**src/rtl/rmq_pkg.sv**
```systemverilog
`timescale 1ns / 1ps
// ----------------------------------------------------------------------------
// rmq_pkg
// Shared types and constants for the rotation matrix to quaternion block.
// ----------------------------------------------------------------------------
package rmq_pkg;

  localparam int ENTRY_W = 16;  // matrix entry width
  localparam int TRACE_W = 18;  // sum of three entries
  localparam int MAG_W   = 17;  // magnitude of an entry sum or difference
  localparam int QUO_W   = 17;  // quotient bits incl. one overflow bit
  localparam int COMP_W  = 16;  // quaternion component width

  localparam logic [COMP_W-1:0] COMP_MAX = 16'h7fff;
  localparam logic [COMP_W-1:0] COMP_MIN = 16'h8000;

  typedef enum logic [1:0] {
    IDX_W = 2'd0,
    IDX_X = 2'd1,
    IDX_Y = 2'd2,
    IDX_Z = 2'd3
  } comp_idx_t;

  // per-item side data carried along the cell chain
  typedef struct packed {
    comp_idx_t                     idx;
    logic                          degen;
    logic [2:0][MAG_W-1:0]         mag;
    logic [2:0]                    neg;
  } rmq_pay_t;

endpackage

```
**src/rtl/rmq_div_cell.sv**
```systemverilog
`timescale 1ns / 1ps
// ----------------------------------------------------------------------------
// rmq_div_cell
// One quotient bit of a restoring divide, three lanes sharing the divisor.
// ----------------------------------------------------------------------------
module rmq_div_cell import rmq_pkg::*; #(
  parameter int SQ_W  = 15,
  parameter int NUM_W = 34,
  parameter int SHIFT = 0
) (
  input  logic                        clk,
  input  logic                        rst_n,
  input  logic                        up_valid,
  output logic                        up_ready,
  input  logic [2:0][NUM_W-1:0]       num_in,
  input  logic [2:0][QUO_W-1:0]       quo_in,
  input  logic [SQ_W-1:0]             root_in,
  input  rmq_pay_t                    pay_in,
  output logic                        dn_valid,
  input  logic                        dn_ready,
  output logic [2:0][NUM_W-1:0]       num_out,
  output logic [2:0][QUO_W-1:0]       quo_out,
  output logic [SQ_W-1:0]             root_out,
  output rmq_pay_t                    pay_out
);

  logic                        valid_r;
  logic [2:0][NUM_W-1:0]       num_r, num_nxt;
  logic [2:0][QUO_W-1:0]       quo_r, quo_nxt;
  logic [SQ_W-1:0]             root_r;
  rmq_pay_t                    pay_r;
  logic [NUM_W-1:0]            den_sh;

  // divisor is four times the root
  assign den_sh = NUM_W'({root_in, 2'b00}) << SHIFT;

  always_comb begin
    for (int i = 0; i < 3; i++) begin
      if (num_in[i] >= den_sh) begin
        num_nxt[i] = num_in[i] - den_sh;
        quo_nxt[i] = {quo_in[i][QUO_W-2:0], 1'b1};
      end else begin
        num_nxt[i] = num_in[i];
        quo_nxt[i] = {quo_in[i][QUO_W-2:0], 1'b0};
      end
    end
  end

  assign up_ready = !valid_r || dn_ready;

  always_ff @(posedge clk) begin
    if (!rst_n) begin
      valid_r <= 1'b0;
    end else if (up_ready) begin
      valid_r <= up_valid;
    end
  end

  always_ff @(posedge clk) begin
    if (up_ready && up_valid) begin
      num_r  <= num_nxt;
      quo_r  <= quo_nxt;
      root_r <= root_in;
      pay_r  <= pay_in;
    end
  end

  assign dn_valid = valid_r;
  assign num_out  = num_r;
  assign quo_out  = quo_r;
  assign root_out = root_r;
  assign pay_out  = pay_r;

endmodule

```
**config.mk**
```make
export PLATFORM = sky130hd
export DESIGN_NAME = rmq_div_cell
export DESIGN_NICKNAME = d
export VERILOG_FILES = /design/src/rtl/rmq_pkg.sv /design/src/rtl/rmq_div_cell.sv
export SDC_FILE = /design/constraint.sdc
export NUM_CORES = 1
export LEC_CHECK = 0
export BUFFER_PORTS_ARGS = -buffer_cell sky130_fd_sc_hd__buf_4
export CAP_MARGIN = 20
export CORE_AREA = 2 2 176 178
export DETAILED_ROUTE_END_ITERATION = 10
export DIE_AREA = 0 0 178 180
export PLACE_DENSITY = 0.6
export SKIP_LAST_GASP = 1
export SLEW_MARGIN = 20
export SYNTH_ARGS = -nofsm -noshare
export SYNTH_HDL_FRONTEND = slang
export SYNTH_SLANG_ARGS = --single-unit
```
**constraint.sdc**
```tcl
create_clock -name clk -period 8.2 [get_ports clk]
set_input_delay 0.82 -clock clk [delete_from_list [all_inputs] [get_ports clk]]
set_output_delay 0.82 -clock clk [all_outputs]
set_load 0.02 [all_outputs]
```
Yosys cells after proc, flatten, opt, wreduce, memory -nomap -nowiden
Cells that the tools add are included.
- add/sub/neg operators: 3
- muxes and demuxes: 6
- order comparisons: 3
- reduce and logical (&&, ||, !) cells: 3
- operators with widths (cell ; count):
    $ge A34 B17 Y1 ; 3
    $mux W34 ; 3
    $sub A34 B17 Y34 ; 3
    $mux W1 ; 3
    $logic_and A1 B1 Y1 ; 1
    $logic_not A1 Y1 ; 1
    $logic_or A1 B1 Y1 ; 1
- output and inout bits: 227
- register bits: 226
- word-level logic and storage cells: 29
- bits of input ports: 229

Logic depth before layout (Yosys ltp)
Gate-level depths: netlist (run 1).
- depth after elaboration: 3
- mapped depth: 14
- mapped depth without buffers: 12

Least setup slack after synthesis (run 1)
Ideal clock, no wire load.
- path type: input-to-reg
- start: in dn_ready
- end: reg num_r (netlist bit num_out[0]), enable pin
- stages on the path: 2
- buffers on the path: 0
- data required time: 7587 ps
- arrival time: 6231 ps
- setup slack: 1356 ps
- cells stage by stage: nand2b_1 and2_1
- cells in the longest elaborated chain, start to end: 2
- RTL lines (item ; line ; text):
    start, declared ; rmq_div_cell.sv:20 ; input logic dn_ready,
    $logic_or A1 B1 Y1 ; rmq_div_cell.sv:49 ; assign up_ready = !valid_r || dn_ready;
    $logic_and A1 B1 Y1 ; rmq_div_cell.sv:60 ; if (up_ready && up_valid) begin
    end signal, assigned ; rmq_div_cell.sv:61 ; num_r <= num_nxt;
    end, declared ; rmq_div_cell.sv:28 ; logic [2:0][NUM_W-1:0] num_r, num_nxt;
Every way passes these cells.
A chain may end at the register's enable or synchronous reset.

==> results of run 1 <==
[layout make-up]
type | count | area share (%)
repair buffers | 455 | 22.1
clock buffers | 30 | 4.44
well taps | 396 | 3.20
flip-flops and latches | 226 | 43.8
clock inverters | 15 | 0.808
multi-input cells | 563 | 24.9
inverters | 31 | 0.751
[metrics by stage]
stage	hold slack [ns]	setup slack, ns	instance area [um2]	cells
after global routing	0.435	3.58	15500	1716
after floorplan	0.750	1.36	10900	843
final	0.462	3.88	15500	1716
after detailed placement	0.554	3.28	14700	1671
after CTS	0.434	3.82	15500	1716
after global placement	0.546	3.30	14700	1671
[worst min-delay path by stage]
| stage | end | start | slack [ns] |
|---|---|---|---|
| floorplan | dn_valid | dn_valid | 0.75 |
| detailed placement | dn_valid | dn_valid | 0.55 |
| CTS | quo_out[18] | quo_in[17] | 0.43 |
| finish | pay_out[19] | pay_in[19] | 0.46 |
| global route | quo_out[37] | quo_in[36] | 0.44 |
| global placement | dn_valid | dn_valid | 0.55 |
[registers in the layout, summed over array words and instances, names as in the netlist]
signal and count:
quo_out 51, root_out 15, dn_valid 1, pay_out 57
num_out 102
[cells in the mapped netlist, types with 4 or more instances]
master	count
or3_1	15
nand2b_1	8
nor3_1	29
nor2_1	54
and3_1	6
o211ai_1	7
mux2_2	6
clkbuf_1	16
inv_1	29
nand4b_1	5
edfxtp_1	225
nor4b_1	4
nor2b_1	8
nand2_1	51
nand3_1	12
xor2_1	54
o21a_1	7
o21ai_0	49
o21bai_1	6
a21oi_1	42
a211o_1	4
or4_1	11
nand4_1	15
a211oi_1	5
a31oi_1	6
o31a_1	5
a21o_1	18
xnor2_1	31
buf_2	4
nor4_1	17
ha_1	45
a2111oi_0	5
and2_1	5
[layout by cell type, fill, tap and decap left out, types with 6 or more instances in the layout]
master,Yosys,layout
clkbuf_16,0,27
a21oi_1,42,42
a21o_1,18,18
o21a_1,7,7
nand2b_1,8,8
and3_1,6,6
or4_1,11,11
o21ai_0,49,49
xor2_1,54,54
ha_1,45,45
inv_1,29,29
nor2b_1,8,8
edfxtp_1,225,225
nor4_1,17,17
buf_4,3,454
or3_1,15,15
o211ai_1,7,7
nor3_1,29,29
a31oi_1,6,6
o21bai_1,6,6
xnor2_1,31,31
nand3_1,12,12
nand4_1,15,15
clkinv_1,0,7
nor2_1,54,54
mux2_2,6,6
nand2_1,51,51
[cells by family (layout without fill, tap and decap cells)]
group                    after synthesis  count (layout)  share of synthesized area (%)
AND/OR/NAND/NOR                      251             251                           12.2
flip-flops                           226             226                           62.4
AO/OA/AOI/OAI                        173             173                           10.1
XOR/XNOR                              85              85                           6.86
buffers and inverters                 54             531                           2.02
adder cells (fa/ha/maj)               48              48                           5.74
multiplexers                           6               6                          0.623
[where the power goes]
part           switching (uW)  internal, uW  leakage, uW
registers                23.6          1380      0.00218
logic                     361           273      0.00382
clock network             461           656     0.000392
[per-layer routing]
metal  routed length, um  GRT usage [%]
met2               17300           36.5
met5                   0              0
met3                2760           5.35
met4                 567           3.90
met1               14500           26.5
[worst max-delay path, cell delays in order]
cell	delay [ns]
buf_4	0.12
inv_1	0.06
ha_1	0.16
inv_1	0.06
fa_1	0.40
a21o_1	0.20
a221oi_1	0.47
a211oi_1	0.19
a21oi_1	0.20
nor2b_1	0.77
inv_1	0.73
nand4b_1	0.33
xnor2_1	0.08
==> results.sh, run 1 <==
export IMPL_status="finished clean"
export IMPL_clock_sinks=226
export IMPL_startpoint="num_in[70]"
export IMPL_leakagePower_uw=0.00639
export IMPL_netlist_area_um2=10900
export IMPL_hold_violations=0
export IMPL_crit_type="in -> reg"
export IMPL_wire_per_inst_um=20.4
export IMPL_seqCellArea_um2=6780
export IMPL_crit_path_start_kind="primary input"
export IMPL_ys_top_cells_by_area="edfxtp_1 (62%), ha_1 (5.2%), xor2_1 (4.4%), xnor2_1 (2.5%), o21ai_0 (2.3%)"
export IMPL_relSlewSlack_pct=32.9
export IMPL_fin_tns_setup_ns=0
export IMPL_ant_nets=0
export IMPL_cp_required_ns=8.48
export IMPL_r2r_start="dn_valid"
export IMPL_overflow=0
export IMPL_skew_ns=0.0106
export IMPL_setup_viol=0
export IMPL_rsz0062_at_grt="no"
export IMPL_die_h_um=180
export IMPL_area_growth_pct=42.7
export IMPL_initial_utilization_pct=35.9
export IMPL_yosysWarningCount=0
export IMPL_worst_pin_slew_ns=1.01
export IMPL_synth_seq_cells=226
export IMPL_end_kind="register"
export IMPL_final_core_utilization_pct=51.3
export IMPL_syn_nets=1120
export IMPL_synth_top_area_cell="edfxtp_1"
export IMPL_postCtsHoldBufs=0
export IMPL_final_max_slew_viol_count=0
export IMPL_r2r_end="num_out[6]"
export IMPL_cts_tree="done"
export IMPL_grt_max_degree=168
export IMPL_core_um2=30200
export IMPL_wl_um=35100
export IMPL_async_reset_ff_share_pct=0
export IMPL_cts_resized=0
export IMPL_cp_max_fo=31
export IMPL_gp_congestion=0.869
export IMPL_place_hpwl_um=27500
export IMPL_viasPerCell=4.98
export IMPL_floorplan_rows=64
export IMPL_die_w_um=178
export IMPL_numCtsBuffers=26
export IMPL_max_freq_mhz=231
export IMPL_grt_use_total_pct=21.0
export IMPL_netlist_area_leader_share_pct=62.3
export IMPL_period_minus_slack_ns=4.32
export IMPL_ios=456
export IMPL_final_nets=1580
export IMPL_cp_endpoint="num_out[99]"
export IMPL_grt_pass1_wl_um=51300
export IMPL_h_tree_depth=1
export IMPL_rrSetupSlack_ns=5.77
export IMPL_worst_skew_pair_late_latency_ns=0.53
export IMPL_avgSynthCellArea_um2=12.9
export IMPL_dieArea_um2=32000
export IMPL_maxCapViolCount=0
export IMPL_yosysSeqAreaShare_pct=62.4
export IMPL_n_fill_cell=2657
export IMPL_synth_edf_count=225
export IMPL_irDropWorstVdd_uv=138
export IMPL_antenna_found_initial=0
export IMPL_p_per_area_nw_per_um2=204
export IMPL_ys_flop_type="edfxtp_1"
export IMPL_io_buffers=452
export IMPL_antennaDiodeCount=0
export IMPL_path_clk_slew_ns=0.06
export IMPL_period_share_pct=52.7
export IMPL_cts_setup_buffers=0
export IMPL_yosys_cell_types_count=58
export IMPL_dr_pass1_iters=5
export IMPL_worstHoldPathCells=1
export IMPL_drive_gt1_share_pct=38.6
export IMPL_drc_errors=0
export IMPL_cts_root_buffer="clkbuf_16"
export IMPL_hold_path_class="in -> reg"
export IMPL_grt_pass1_vias=8446
export IMPL_drtIter0Drc=421
export IMPL_synth_cells=843
export IMPL_r2r_cells=3
export IMPL_total_power_uw=3160
export IMPL_arrival_ns=4.60
export IMPL_cts_buffer_depth=3
export IMPL_routed_via_count=8548
export IMPL_multi_input_area_um2=3860
Note: power is estimated with default switching activity, not from simulation.
==> inputs of run 2 (changes only) <==
==> constraint.sdc (replaced) <==
create_clock -name clk -period 4.19 [get_ports clk]
set_input_delay 0.419 -clock clk [delete_from_list [all_inputs] [get_ports clk]]
set_output_delay 0.419 -clock clk [all_outputs]
set_load 0.02 [all_outputs]
==> results.sh, run 2 (same netlist as run 1, synthesis figures left out) <==
export IMPL_status="finished clean"
export IMPL_final_max_slew_viol_count=0
export IMPL_drc_errors=0
export IMPL_antenna_found_initial=2
export IMPL_crit_path_frequent_cell="inv_1"
export IMPL_leakagePower_uw=0.00646
export IMPL_h_tree_depth=1
export IMPL_grt_use_total_pct=21.5
export IMPL_period_share_pct=75.5
export IMPL_instances_no_fill=1727
export IMPL_period_minus_slack_ns=3.16
export IMPL_gp_congestion=0.866
export IMPL_grt_pass1_vias=8569
export IMPL_grt_max_degree=64
export IMPL_area_growth_pct=43.9
export IMPL_setup_viol=0
export IMPL_largest_register_ffs=102
export IMPL_maxCapViolCount=0
export IMPL_cts_resized=0
export IMPL_routed_via_count=8681
export IMPL_arrival_ns=3.41
export IMPL_ant_nets=0
export IMPL_cp_slowest_cell="a2111oi_0"
export IMPL_place_hpwl_um=28200
export IMPL_cp_max_fo=4
export IMPL_ios=456
export IMPL_hold_path_class="in -> reg"
export IMPL_fin_tns_setup_ns=0
export IMPL_floorplan_rows=64
export IMPL_relSlewSlack_pct=37.1
export IMPL_cts_tree="done"
export IMPL_numCtsBuffers=26
export IMPL_die_h_um=180
export IMPL_viasPerCell=5.03
export IMPL_path_clk_slew_ns=0.06
export IMPL_drtIter0Drc=499
export IMPL_max_freq_mhz=316
export IMPL_final_cell_mix="buf_4 (461), edfxtp_1 (225), nor2_1 (54), xor2_1 (54), nand2_1 (51)"
export IMPL_cts_setup_buffers=0
export IMPL_io_buffers=452
export IMPL_crit_path_start_kind="primary input"
export IMPL_initial_utilization_pct=35.9
export IMPL_core_um2=30200
export IMPL_critPathMaxStageDelay_ns=0.69
export IMPL_wire_per_inst_um=20.6
export IMPL_placedCellCount=1679
export IMPL_cts_root_buffer="clkbuf_16"
export IMPL_grt_pass1_wl_um=52000
export IMPL_dr_pass1_iters=5
export IMPL_clock_sinks=226
export IMPL_n_fill_cell=2688
export IMPL_cts_buffer_depth=3
export IMPL_worst_skew_pair_late_latency_ns=0.54
export IMPL_dieArea_um2=32000
export IMPL_die_w_um=178
export IMPL_wl_um=35600
export IMPL_hold_violations=0
export IMPL_p_per_area_nw_per_um2=404
export IMPL_worst_pin_slew_ns=0.942
export IMPL_end_kind="register"
export IMPL_irDropWorstVdd_uv=261
export IMPL_final_nets=1588
export IMPL_crit_path_cell_trace="buf_4, inv_1, ha_1, inv_1, fa_1, a21o_1, a221oi_1, a211oi_1, nor2_1, o21bai_1, a2111oi_0, xor2_1"
export IMPL_overflow=0
export IMPL_drive_gt1_share_pct=39.4
export IMPL_postCtsHoldBufs=0
export IMPL_rsz0062_at_grt="no"
export IMPL_skew_ns=0.00976
export IMPL_cp_required_ns=4.43
export IMPL_final_common_cell="buf_4"
export IMPL_crit_type="in -> reg"
## run 2: cell types whose count changed in the layout (fill, tap and decap cells not counted)
cell / delta
buf_12: +1
buf_4: +7
bufinv_16: +1
clkbuf_1: -1
clkinv_1: -3
clkinv_2: +1
clkinv_4: +3
clkinvlp_4: +1
diode_2: +1
## run 2: cell type report
type | instances | area [um2] | area share (%)
antenna | 1 | 2.50 | 0.0160
clock buffer | 29 | 683 | 4.37
clock inverter | 18 | 183 | 1.17
inverter | 31 | 116 | 0.745
multi-input combinational | 563 | 3860 | 24.7
sequential | 226 | 6780 | 43.4
tap | 396 | 495 | 3.17
timing repair buffer | 463 | 3500 | 22.4
## run 2: where the power goes
| group | switching (uW) | leakage, uW | internal (uW) |
|---|---|---|---|
| registers | 48.1 | 0.00218 | 2710 |
| clock network | 937 | 0.000416 | 1360 |
| logic | 712 | 0.00386 | 542 |
## run 2: worst paths after layout
path	startpoint	slack, ns	depth (start not counted)	to
max	num_in[70]	1.03	12	num_out[100]
min	pay_in[50]	0.06	1	pay_out[50]
max reg2reg	dn_valid	2.26	3	pay_out[53]
min reg2reg	dn_valid	0.57	2	dn_valid
## run 2: critical path: cells and delay by family
kind,cells,cell delay [ns]
compound gates,5,1.73
buf+inv,3,0.24
simple gates,1,0.32
fa+ha+maj,2,0.56
xor+xnor,1,0.14
## run 2: stage by stage
step	util, %	total power [uW]	setup WS (ns)	instance area (um2)	hold slack (ns)
after CTS	51.7	6390	1.01	15600	0.0258
after global placement	48.9	4040	0.445	14700	0.525
after floorplan	-	3450	0.263	10900	0.518
final	51.7	6300	1.03	15600	0.0598
after global routing	51.7	6580	0.716	15600	0.0311
after detailed placement	48.9	4060	0.446	14700	0.558
## run 2: metal layers
metal	global-route usage (%)	vias to the layer above	part of all wire [%]
met1	26.7	4129	40
met4	6.89	0	2.8
met3	5.48	64	8.2
met2	36.5	336	49
li1	-	4152	-
met5	0	-	0
==> inputs of run 3 (changes only) <==
--- a/config.mk
+++ b/config.mk
@@ -5,12 +5,13 @@
 export SDC_FILE = /design/constraint.sdc
 export NUM_CORES = 1
 export LEC_CHECK = 0
+export ABC_AREA = 1
 export BUFFER_PORTS_ARGS = -buffer_cell sky130_fd_sc_hd__buf_4
 export CAP_MARGIN = 20
-export CORE_AREA = 2 2 176 178
+export CORE_AREA = 2 2 177 179
 export DETAILED_ROUTE_END_ITERATION = 10
-export DIE_AREA = 0 0 178 180
-export PLACE_DENSITY = 0.6
+export DIE_AREA = 0 0 179 181
+export PLACE_DENSITY = 0.7
 export SKIP_LAST_GASP = 1
 export SLEW_MARGIN = 20
 export SYNTH_ARGS = -nofsm -noshare
==> constraint.sdc (replaced) <==
create_clock -name clk -period 2.8 [get_ports clk]
set_input_delay 0.28 -clock clk [delete_from_list [all_inputs] [get_ports clk]]
set_output_delay 0.28 -clock clk [all_outputs]
set_load 0.02 [all_outputs]
==> results.sh, run 3 <==
export IMPL_fin_tns_setup_ns=0
export IMPL_io_buffers=452
export IMPL_initial_utilization_pct=43.2
export IMPL_synth_top_area_cell="edfxtp_1"
export IMPL_worst_pin_slew_ns=0.768
export IMPL_irDropWorstVdd_uv=478
export IMPL_placedCellCount=2404
export IMPL_final_nets=2440
export IMPL_cts_resized=0
export IMPL_arrival_ns=2.94
export IMPL_netlist_area_um2=13100
export IMPL_synth_cells=1545
export IMPL_cts_root_buffer="clkbuf_16"
export IMPL_crit_type="in -> reg"
export IMPL_die_w_um=179
export IMPL_yosys_cell_types_count=32
export IMPL_cp_required_ns=3.09
export IMPL_grt_max_degree=45
export IMPL_hold_ws_ns=0.0346
export IMPL_n_fill_cell=2559
export IMPL_seqCellArea_um2=6780
export IMPL_numCtsBuffers=26
export IMPL_maxCapViolCount=0
export IMPL_postCtsHoldBufs=127
export IMPL_rsz0062_at_grt="no"
export IMPL_floorplan_rows=64
export IMPL_largest_register_ffs=102
export IMPL_cts_buffer_depth=3
export IMPL_cp_max_fo=17
export IMPL_final_common_cell="nand2_1"
export IMPL_final_cell_mix="nand2_1 (529), buf_4 (469), inv_1 (234)"
export IMPL_ant_nets=0
export IMPL_drtIter0Drc=707
export IMPL_drc_errors=0
export IMPL_synth_edf_count=225
export IMPL_period_minus_slack_ns=2.64
export IMPL_final_area_um2=19300
export IMPL_synthMostInstantiatedCell="nand2_1"
export IMPL_status="finished clean"
export IMPL_grt_use_total_pct=29.4
export IMPL_yosysWarningCount=0
export IMPL_synth_seq_cells=226
export IMPL_h_tree_depth=1
export IMPL_period_share_pct=94.4
export IMPL_wl_um=49000
export IMPL_netlist_area_leader_share_pct=51.5
export IMPL_leakagePower_uw=0.00882
export IMPL_wire_per_inst_um=19.0
export IMPL_skew_ns=0.00497
export IMPL_dieArea_um2=32400
export IMPL_place_hpwl_um=38300
export IMPL_final_max_slew_viol_count=0
export IMPL_dr_pass1_iters=6
export IMPL_yosysSeqAreaShare_pct=51.6
export IMPL_drive_gt1_share_pct=26.8
export IMPL_syn_nets=1822
export IMPL_clock_sinks=226
export IMPL_area_growth_pct=47.2
export IMPL_cts_setup_buffers=0
export IMPL_p_per_area_nw_per_um2=519
export IMPL_gp_congestion=0.977
export IMPL_hold_path_class="in -> reg"
export IMPL_overflow=0
export IMPL_yosys_top_cells_count="nand2_1 (529), inv_1 (235), edfxtp_1 (225)"
export IMPL_core_um2=30300
export IMPL_ios=456
export IMPL_avgSynthCellArea_um2=8.49
export IMPL_antenna_found_initial=2
export IMPL_async_reset_ff_share_pct=0
export IMPL_setup_viol=0
export IMPL_worst_skew_pair_late_latency_ns=0.54
export IMPL_viasPerCell=4.97
export IMPL_max_freq_mhz=378
export IMPL_cts_tree="done"
export IMPL_ys_flop_type="edfxtp_1"
export IMPL_path_clk_slew_ns=0.06
export IMPL_grt_pass1_wl_um=72300
export IMPL_ys_top_cells_by_area="edfxtp_1 (51%), nand2_1 (15%), inv_1 (6.7%), ha_1 (4.3%), nor2_1 (4.3%)"
export IMPL_instances_no_fill=2581
export IMPL_final_core_utilization_pct=63.6
export IMPL_crit_path_start_kind="primary input"
export IMPL_multi_input_area_um2=5330
export IMPL_place_area_um2=17200
export IMPL_relSlewSlack_pct=48.7
export IMPL_hold_violations=0
export IMPL_grt_pass1_vias=12723
export IMPL_end_kind="register"
export IMPL_die_h_um=181
export IMPL_routed_via_count=12822
[run 3: cell type report]
class                           count  area share (%)
Multi-Input combinational cell   1067            27.6
Timing Repair Buffer              603            25.5
Sequential cell                   226            35.1
Inverter                          239            4.68
Clock inverter                     17           0.926
Tap cell                          396            2.57
Clock buffer                       31            3.58
Antenna cell                        2          0.0259
[run 3: power breakdown]
| part | internal (uW) | leakage (uW) | switching, uW |
|---|---|---|---|
| registers | 4050 | 0.00218 | 85.7 |
| logic | 996 | 0.00623 | 1420 |
| clock network | 2040 | 0.000406 | 1440 |
| total | 7090 | 0.00882 | 2940 |
[run 3: kinds of logic (layout without fill, tap and decap cells)]
logic type               Yosys count  after routing  share of synthesized area, %
buffers and inverters            252            890                          7.85
AO/OA/AOI/OAI                    110            110                          5.28
adder cells (fa/ha/maj)           48             48                          4.75
XOR/XNOR                          41             41                          2.74
other                              0              2                             0
AND/OR/NAND/NOR                  868            868                          27.8
flip-flops                       226            226                          51.6
[run 3: worst max-delay path, cell delays in order]
cell and delay (ns):
dlygate4sd3_1 0.54, buf_4 0.14, inv_1 0.39, fa_1 0.36, nand2_1 0.11, a21oi_2 0.23, nand2_1 0.07, nand2_1 0.17
nand2_1 0.12, nand3_1 0.12, nor2_2 0.05, buf_4 0.20, nand2_1 0.08, nand2_1 0.05
[run 3: metrics by stage]
step | power [uW] | setup slack (ns)
CTS | 10000 | 0.214
detailed placement | 6430 | 0.207
floorplan | 5410 | -1.75
global route | 10400 | 0.0464
finish | 10000 | 0.155
global placement | 6400 | 0.246
[run 3: per-layer routing]
metal | GRT usage [%] | part of all wire, % | up-vias
li1 | - | - | 6257
met1 | 37.3 | 40 | 5975
met2 | 50.9 | 49 | 499
met3 | 4.65 | 7.4 | 91
met4 | 9.72 | 3.6 | 0
met5 | 0 | 0 | -
[run 3: worst paths after layout]
check	start	slack [ns]	cells after the start	endpoint
setup / recovery	root_in[1]	0.16	14	num_out[41]
hold reg to reg	dn_valid	0.55	2	dn_valid
hold / removal	num_in[13]	0.03	3	num_out[13]
setup reg to reg	dn_valid	1.15	2	num_out[71]
